--- config.mk ---
export PLATFORM = sky130hd
export DESIGN_NAME = tiralu_ctrl
export DESIGN_NICKNAME = d
export VERILOG_FILES = /design/src/hdl/tiralu_pkg.sv /design/src/hdl/tiralu_ctrl.sv
export SDC_FILE = /design/constraint.sdc
export NUM_CORES = 1
export LEC_CHECK = 0
export BUFFER_PORTS_ARGS = -buffer_cell sky130_fd_sc_hd__buf_2
export CORE_AREA = 2 2 39 41
export CTS_CLUSTER_SIZE = 20
export DETAILED_ROUTE_END_ITERATION = 6
export DIE_AREA = 0 0 41 43
export PLACE_DENSITY = 0.54
export SLEW_MARGIN = 20
export SYNTH_ARGS = -nofsm -noshare
export SYNTH_HDL_FRONTEND = slang
export SYNTH_SLANG_ARGS = --single-unit
--- constraint.sdc ---
create_clock -name clk -period 1.1 [get_ports clk]
set_input_delay 0.22 -clock clk [delete_from_list [all_inputs] [get_ports clk]]
set_output_delay 0.22 -clock clk [all_outputs]
set_load 0.02 [all_outputs]
--- src/hdl/tiralu_pkg.sv ---
// ============================================================================
// tiralu_pkg
// Shared types, command codes and helpers for the typed register-file ALU.
// ============================================================================
`default_nettype none

package tiralu_pkg;

    localparam int NUM_REGS  = 64;
    localparam int WORD_BITS = 32;
    localparam int IDX_BITS  = $clog2(NUM_REGS);

    localparam logic [5:0] CMD_ADD   = 6'd0;
    localparam logic [5:0] CMD_SUB   = 6'd1;
    localparam logic [5:0] CMD_SUBR  = 6'd2;
    localparam logic [5:0] CMD_MUL   = 6'd3;
    localparam logic [5:0] CMD_MULU  = 6'd4;
    localparam logic [5:0] CMD_DIV   = 6'd5;
    localparam logic [5:0] CMD_DIVR  = 6'd6;
    localparam logic [5:0] CMD_DIVU  = 6'd7;
    localparam logic [5:0] CMD_DIVUR = 6'd8;
    localparam logic [5:0] CMD_MOD   = 6'd9;
    localparam logic [5:0] CMD_MODU  = 6'd10;
    localparam logic [5:0] CMD_AND   = 6'd11;
    localparam logic [5:0] CMD_OR    = 6'd12;
    localparam logic [5:0] CMD_XOR   = 6'd13;
    localparam logic [5:0] CMD_SHL   = 6'd14;
    localparam logic [5:0] CMD_SHLU  = 6'd15;
    localparam logic [5:0] CMD_SHR   = 6'd16;
    localparam logic [5:0] CMD_SHRU  = 6'd17;
    localparam logic [5:0] CMD_MOV   = 6'd18;
    localparam logic [5:0] CMD_CVTC  = 6'd19;
    localparam logic [5:0] CMD_CVTUC = 6'd20;
    localparam logic [5:0] CMD_CVTS  = 6'd21;
    localparam logic [5:0] CMD_CVTUS = 6'd22;
    localparam logic [5:0] CMD_CVTI  = 6'd23;
    localparam logic [5:0] CMD_CVTUI = 6'd24;
    localparam logic [5:0] CMD_NOT   = 6'd25;
    localparam logic [5:0] CMD_LDI   = 6'd26;
    localparam logic [5:0] CMD_CHE   = 6'd27;
    localparam logic [5:0] CMD_CHL   = 6'd28;
    localparam logic [5:0] CMD_CHLE  = 6'd29;
    localparam logic [5:0] CMD_CHB   = 6'd30;
    localparam logic [5:0] CMD_CHBE  = 6'd31;
    localparam logic [5:0] CMD_SET   = 6'd32;
    localparam logic [5:0] CMD_CLEAR = 6'd33;

    localparam logic [2:0] MODE_CHAR   = 3'd0;
    localparam logic [2:0] MODE_SHORT  = 3'd1;
    localparam logic [2:0] MODE_INT    = 3'd2;
    localparam logic [2:0] MODE_FLOAT  = 3'd5;
    localparam logic [2:0] MODE_DOUBLE = 3'd6;
    localparam logic [2:0] MODE_REF    = 3'd7;

    typedef struct packed {
        logic [5:0]  command;
        logic        use_immediate;
        logic [2:0]  mode;
        logic [5:0]  src_a;
        logic [5:0]  src_b;
        logic [5:0]  dest;
        logic [31:0] imm_b;
        logic [2:0]  imm_b_type;
        logic [31:0] imm_c;
        logic [31:0] imm_d;
        logic        imm_cd_reference;
    } instr_t;

    typedef struct packed {
        logic        ok;
        logic [31:0] result_value;
        logic [2:0]  result_type;
    } result_t;

    // controller -> datapath
    typedef struct packed {
        logic load;       // latch instruction
        logic rd_a;       // issue read of src_a
        logic rd_b;       // issue read of src_b, capture a
        logic capture_b;  // capture b, evaluate
        logic div_start;
        logic finish;     // form result, write file
    } dp_cmd_t;

    // datapath -> controller
    typedef struct packed {
        logic need_div;
        logic div_done;
    } dp_status_t;

    // mask a word to the mode width
    function automatic logic [31:0] mask_w(input logic [31:0] x, input logic [2:0] mode);
        case (mode)
            MODE_CHAR:  mask_w = {24'd0, x[7:0]};
            MODE_SHORT: mask_w = {16'd0, x[15:0]};
            default:    mask_w = x;
        endcase
    endfunction

    // sign-extend the mode-width bits to 32
    function automatic logic [31:0] sext_w(input logic [31:0] x, input logic [2:0] mode);
        case (mode)
            MODE_CHAR:  sext_w = {{24{x[7]}}, x[7:0]};
            MODE_SHORT: sext_w = {{16{x[15]}}, x[15:0]};
            default:    sext_w = x;
        endcase
    endfunction

endpackage

`default_nettype wire

--- src/hdl/tiralu_ctrl.sv ---
// ============================================================================
// tiralu_ctrl
// Controller: sequences read, evaluate, divide and write; owns handshakes.
// ============================================================================
`default_nettype none

module tiralu_ctrl (
    input  wire logic                    clk,
    input  wire logic                    rst_n,
    input  wire logic                    in_valid,
    output logic                         in_ready,
    output logic                         out_valid,
    input  wire logic                    out_ready,
    output tiralu_pkg::dp_cmd_t          cmd,
    input  wire tiralu_pkg::dp_status_t  status
);

    typedef enum logic [2:0] {
        S_IDLE, S_RDA, S_RDB, S_EVAL, S_CHK, S_DIV, S_FIN, S_OUT
    } state_t;

    state_t state_reg, state_next;
    logic   out_valid_reg, out_valid_next;

    always_comb
    begin
        state_next     = state_reg;
        out_valid_next = out_valid_reg;
        cmd            = '0;
        if (out_valid_reg && out_ready)
            out_valid_next = 1'b0;
        case (state_reg)
            S_IDLE:
            begin
                if (in_valid && !out_valid_reg)
                begin
                    cmd.load   = 1'b1;
                    state_next = S_RDA;
                end
            end
            S_RDA:
            begin
                cmd.rd_a   = 1'b1;
                state_next = S_RDB;
            end
            S_RDB:
            begin
                cmd.rd_b   = 1'b1;
                state_next = S_EVAL;
            end
            S_EVAL:
            begin
                cmd.capture_b = 1'b1;
                cmd.div_start = 1'b1;
                state_next    = S_CHK;
            end
            S_CHK:      state_next = status.need_div ? S_DIV : S_FIN;
            S_DIV:
            begin
                if (status.div_done)
                    state_next = S_FIN;
            end
            S_FIN:
            begin
                cmd.finish = 1'b1;
                state_next = S_OUT;
            end
            S_OUT:
            begin
                out_valid_next = 1'b1;
                state_next     = S_IDLE;
            end
            default:    state_next = S_IDLE;
        endcase
    end

    always_ff @(posedge clk or negedge rst_n)
    begin
        if (!rst_n)
        begin
            state_reg     <= S_IDLE;
            out_valid_reg <= 1'b0;
        end
        else
        begin
            state_reg     <= state_next;
            out_valid_reg <= out_valid_next;
        end
    end

    assign in_ready  = (state_reg == S_IDLE) && !out_valid_reg;
    assign out_valid = out_valid_reg;

endmodule

`default_nettype wire

==> results of run 1 <==
[per-layer routing]
metal,part of all wire (%),up-vias,global-route usage (%)
met4,0,0,10.0
met5,0,-,0
met3,2.2,0,1.57
met1,41,121,10.4
met2,57,2,11.9
li1,-,140,-
[worst paths after layout]
kind,endpoint,start,depth (start not counted)
min reg2reg,out_valid,out_valid,2
min,out_valid,out_ready,2
max in group asynchronous,state_reg[2],rst_n,2
max,in_ready,state_reg[0],2
min in group asynchronous,out_valid,rst_n,2
max reg2reg,state_reg[0],state_reg[0],5
[metrics by stage]
step                instances  setup slack (ns)
global placement           58           -0.0573
floorplan                  29            -0.172
detailed placement         58           -0.0618
finish                     65            -0.274
CTS                        65            -0.256
global route               65            -0.330
[worst max-delay path: stages (launching register included)]
cell	delay, ns
dfrtp_2	0.47
nor4_4	0.27
buf_4	0.18
[cells by family (layout without fill, tap and decap cells)]
group,count (synthesis),count (layout),synth area share (%)
AND/OR/NAND/NOR,13,13,37.1
AO/OA/AOI/OAI,6,6,12.9
buffers and inverters,5,25,13.7
flip-flops,4,4,33.3
XOR/XNOR,1,1,2.92
[final cells by class]
cell class              count  area (um2)
fillers                   151         902
clock buffers               3        22.5
multi-input cells          20         184
inverters                   1        3.75
flip-flops and latches      4         104
well taps                  16        20.0
repair buffers             21         148
[cells in the mapped netlist]
| cell | instances | area share [%] |
|---|---|---|
| and2b_2 | 1 | 2.9 |
| xnor2_1 | 1 | 2.9 |
| nand2_1 | 1 | 1.2 |
| buf_6 | 2 | 7.5 |
| o21ba_1 | 1 | 3.3 |
| nand2b_4 | 1 | 4.6 |
| o21ai_1 | 2 | 3.3 |
| inv_1 | 1 | 1.2 |
| buf_4 | 2 | 5.0 |
| o21ai_0 | 2 | 3.3 |
| nor4_2 | 2 | 8.3 |
| and2b_1 | 1 | 2.5 |
| nor3b_2 | 1 | 4.2 |
| nand3_1 | 1 | 1.7 |
| dfrtp_1 | 4 | 33 |
| and3b_2 | 1 | 3.3 |
| nor3b_1 | 2 | 5.0 |
| nor2_1 | 1 | 1.2 |
| nor2b_1 | 1 | 2.1 |
| o31a_1 | 1 | 2.9 |
[cell usage in the layout, fill, tap and decap left out]
master,netlist,routed
buf_4,2,10
dlygate4sd3_1,0,1
nand3_1,1,1
nor3b_1,2,2
clkbuf_4,0,3
buf_6,2,2
nand2_1,1,1
o21ai_1,2,3
o31a_1,1,1
nor4_4,0,2
nor3b_2,1,1
o21ba_1,1,1
and3b_2,1,1
inv_1,1,1
and2b_1,1,1
xnor2_1,1,1
o21ai_0,2,1
nor2_4,0,1
dfrtp_1,4,1
and2b_2,1,1
nand2b_4,1,1
nor2b_1,1,1
buf_2,0,8
dfrtp_2,0,3
[what timing repair did]
| item | in CTS | in global routing |
|---|---|---|
| setup buffers | 3 | 0 |
| setup endpoints to repair | 9 | 9 |
| hold buffers | 1 | 0 |
| endpoints found under the hold margin | 4 | 0 |
| pin swaps | 1 | 0 |
| gates resized for setup | 11 | 3 |
[power by group]
group / total (mW) / switching, mW / internal [mW]
clock network: 0.178 / 0.0566 / 0.122
logic: 0.915 / 0.407 / 0.508
registers: 0.410 / 0.176 / 0.234
total: 1.50 / 0.640 / 0.864
==> reports/results.ini, run 1 <==
[run_status]
status = complete, but fails checks
violations = setup timing

[detailed_routing]
drc = 0
firstDrtPassIters = 2
viasPerCell = 4.05
drtIter0Drc = 2
drt_wl_total_um = 643
wire_per_inst_um = 9.89
via_count = 263
postRouteAntennaNets = 0

[final_layout]
n_antenna_cell = 0
largest_reg_flops = 3
drive_above_1_share_pct = 67.3
fin_util_pct = 34.8
nets = 57
synthToLayoutAreaGrowth_pct = 60.4
final_cell_area_um2 = 482

[die]
dieArea_mm2 = 0.00176
start_util_pct = 21.7
rows = 14
coreArea_mm2 = 0.00138
die_height_um = 43
die_w_um = 41
ioPinCount = 14

[min_path]
hold_path.class = in -> reg

[synthesis]
synth_area_um2 = 300
synth_cell_types = 20
seq_area_frac_synth_pct = 33.3
synth_seq_cells = 4
ys_warn_count = 0
synth_area_per_cell_um2 = 10.4
syn_nets = 35
syn-instance-count = 29

[cts]
cts_sinks = 4
clk_latency_ns = 0.23
cts_made_buffers = 3
cts_buffer_depth = 2
h-tree-depth = 1
cts-root-buf = clkbuf_4
cts_tree = done
clkSlewWorstSetupHoldPaths_ns = 0.04

[sta]
fin_skew_ns = 0.00461
hold_slack_ns = 0.191
worstMarginPinSlew_ns = 0.196
rsz0062_at_grt = yes
worst_slack_ns = -0.274
maxSlewHeadroom_pct = 86.9
timing.fmax_mhz = 728
fin_tns_setup_ns = -1.74
slew_viol_final = 0
hold_violations = 0
fin_crit_sh_pct = 125
layout_min_cycle_time_ns = 1.37
setup_viol = 9

[worst_setup_path]
critical_path_required_ns = 0.88
worstPathArrival_ns = 1.15
path_max_fanout = 8
r2r_setup_slack_ns = -0.11
path_class = reg -> out
critPathCaptureType = primary output
start_kind = flip-flop

[placed_design]
port_buffers = 13
place_hpwl_um = 460
gp_congestion = 0.642
detailed_place.area_um2 = 380

[grt]
grt_pass1_vias = 268
antenna_found_initial = 0
grt_max_degree = 9
track_usage_pct = 8.86
grt_pass1_wl_um = 993
grt-ovfl-total = 0

[pwr]
vdd_drop_max_mv = 1.11
finalPower_mw = 1.50
powerDensity_mw_per_mm2 = 3120
leakagePower_nw = 0.220

[job]
drv_cap = 0

Note: power is estimated with default switching activity, not from simulation.
==> inputs of run 2 (changes only) <==
Settings changed: BUFFER_PORTS_ARGS -buffer_cell sky130_fd_sc_hd__buf_2 to -buffer_cell sky130_fd_sc_hd__buf_4.
==> run 2 against run 1 <==
  * The run still ends with setup timing left
  * Clock skew shrank 0.0022 ns
  * Setup slack improved by 0.030 ns
  * Global-route usage grew 0.72 points
  * Combinational power increased by 19%
  * Sequential share of layout area fell by 2.0 points
  * Die area is the same
  * Sequential cell count stayed put
  * Clock-buffer cell count did not move
  * Sequential power shrank 11%
  * Register-to-register slack got worse by 0.03 ns
  * Critical path type unchanged
  * Highest routed layer is now met4
==> reports/results.ini, run 2 (same netlist as run 1, synthesis figures left out) <==
[cts]
cts-root-buf = clkbuf_4
clk_latency_ns = 0.23  ; about the same
h-tree-depth = 1  ; unchanged
cts_sinks = 4  ; unchanged
clkSlewWorstSetupHoldPaths_ns = 0.04  ; about the same
cts_made_buffers = 3  ; unchanged
cts_tree = done
cts_buffer_depth = 2  ; unchanged

[sta]
setup_viol = 9  ; unchanged
layout_min_cycle_time_ns = 1.34  ; -0.0301 ns
hold_slack_ns = 0.189  ; -0.00197 ns
slew_viol_final = 0  ; unchanged
worst_slack_ns = -0.244  ; +0.0301 ns
timing.fmax_mhz = 744  ; +2.2%
maxSlewHeadroom_pct = 86.2  ; -0.63 points
fin_crit_sh_pct = 122  ; -2.7 points
rsz0062_at_grt = yes
fin_skew_ns = 0.00241  ; -0.00220 ns
hold_violations = 0  ; unchanged
worstMarginPinSlew_ns = 0.205  ; +0.00922 ns

[grt]
antenna_found_initial = 0  ; unchanged
grt_pass1_vias = 270  ; +0.75%
grt-ovfl-total = 0  ; unchanged
grt_max_degree = 10  ; +1
track_usage_pct = 9.59  ; +0.72 points
grt_pass1_wl_mm = 1.05  ; +5.5%

[pwr]
vdd_drop_max_mv = 1.09  ; -1.6%
finalPower_mw = 1.63  ; +8.3%
leakagePower_nw = 0.244  ; +11%
powerDensity_mw_per_mm2 = 3070  ; -1.6%

[placed_design]
detailed_place.area_um2 = 413  ; +8.6%
place_hpwl_um = 458  ; -0.43%
port_buffers = 13  ; unchanged
gp_congestion = 0.625  ; -2.8%
dp_cells = 58  ; unchanged
pre_cts_ws_ns = -0.0704  ; -0.00857 ns

[detailed_routing]
wire_per_inst_um = 10.0  ; +1.2%
drc = 0  ; unchanged
viasPerCell = 4.24  ; +4.7%
via_count = 288  ; +9.5%
drtIter0Drc = 2  ; unchanged
postRouteAntennaNets = 0  ; unchanged
firstDrtPassIters = 2  ; unchanged
drt_wl_total_um = 681  ; +5.9%

[worst_setup_path]
path_class = reg -> out
start_kind = flip-flop
crit_slowest_cell = dfrtp_2
crit_chain = nor4_2 > buf_4
worstPathArrival_ns = 1.12  ; -0.03 ns
critical_path_required_ns = 0.88  ; about the same
critPathCaptureType = primary output
slowest_delay_ns = 0.44  ; -0.03 ns
r2r_setup_slack_ns = -0.14  ; -0.03 ns
path_max_fanout = 7  ; -1

[final_layout]
largest_reg_flops = 3  ; unchanged
drive_above_1_share_pct = 71.2  ; +3.8 points
fillCellCount = 157  ; +4.0%
mostFrequentLayoutCells = buf_4, buf_6, o21ai_1, clkbuf_4, dfrtp_2
final_common_cell = buf_4
final_cell_area_um2 = 531  ; +10%
finalNonFillerCells = 68  ; +4.6%
synthToLayoutAreaGrowth_pct = 76.7
nets = 60  ; +5.3%
n_antenna_cell = 0  ; unchanged

[die]
die_height_um = 43  ; unchanged
start_util_pct = 21.7  ; unchanged
rows = 14  ; unchanged
dieArea_mm2 = 0.00176  ; unchanged
ioPinCount = 14  ; unchanged
coreArea_mm2 = 0.00138  ; unchanged
die_w_um = 41  ; unchanged

[job]
drv_cap = 0  ; unchanged

[min_path]
hold_path.class = in -> reg

[run_status]
violations = setup timing
status = complete, but fails checks

-- run 2: final cells by class --
class,count,area (um2),share of cell area [%]
Clock buffer,3,22.5,4.25
Inverter,1,3.75,0.708
Multi-Input combinational cell,20,171,32.3
Sequential cell,4,104,19.6
Tap cell,16,20.0,3.77
Timing Repair Buffer,24,209,39.4
-- run 2: routing by layer --
layer  up-vias  global-route usage (%)  routed length, um  share of wire (%)
met1       135                    9.80                238                 35
met3         4                    1.57                 16                2.3
li1        145                       -                  -                  -
met5         -                       0                  0                  0
met4         0                    12.0                 26                3.8
met2         4                    13.8                399                 59
-- run 2: worst paths after layout --
kind                                endpoint         start  cells past startpoint
worst max-delay path                  cmd[5]  state_reg[2]                      2
worst min-delay path               out_valid     out_ready                      2
worst max register to register  state_reg[0]  state_reg[0]                      6
worst min register to register     out_valid     out_valid                      2
max in group asynchronous       state_reg[0]         rst_n                      2
min in group asynchronous          out_valid         rst_n                      2
-- run 2: where the power goes --
group	internal [mW]	switching, mW	total (mW)	leakage (nW)
logic	0.645	0.442	1.09	0.185
registers	0.234	0.130	0.364	0.0449
clock network	0.122	0.0560	0.178	0.0138
-- run 2: metrics by stage --
step	TNS [ns]	util, %
2_1_floorplan	-0.727	-
3_3_place_gp	-0.229	29.8
3_5_place_dp	-0.347	29.8
4_1_cts	-1.82	36.4
5_1_grt	-2.19	38.3
6_report	-1.70	38.3
-- run 2: what timing repair did --
action	in CTS	in global routing
pin swaps	3	2
endpoints found under the setup margin	9	9
hold buffers	1	0
hold endpoints to repair	4	0
cloned	0	0
gates resized for setup	13	3
setup buffers	3	3
-- run 2: worst max-delay path: cells and delay by family, from the launching register on --
kind / cells / cell delay (ns)
buffers and inverters: 1 / 0.18
and+or+nand+nor: 1 / 0.27
DFF: 1 / 0.44
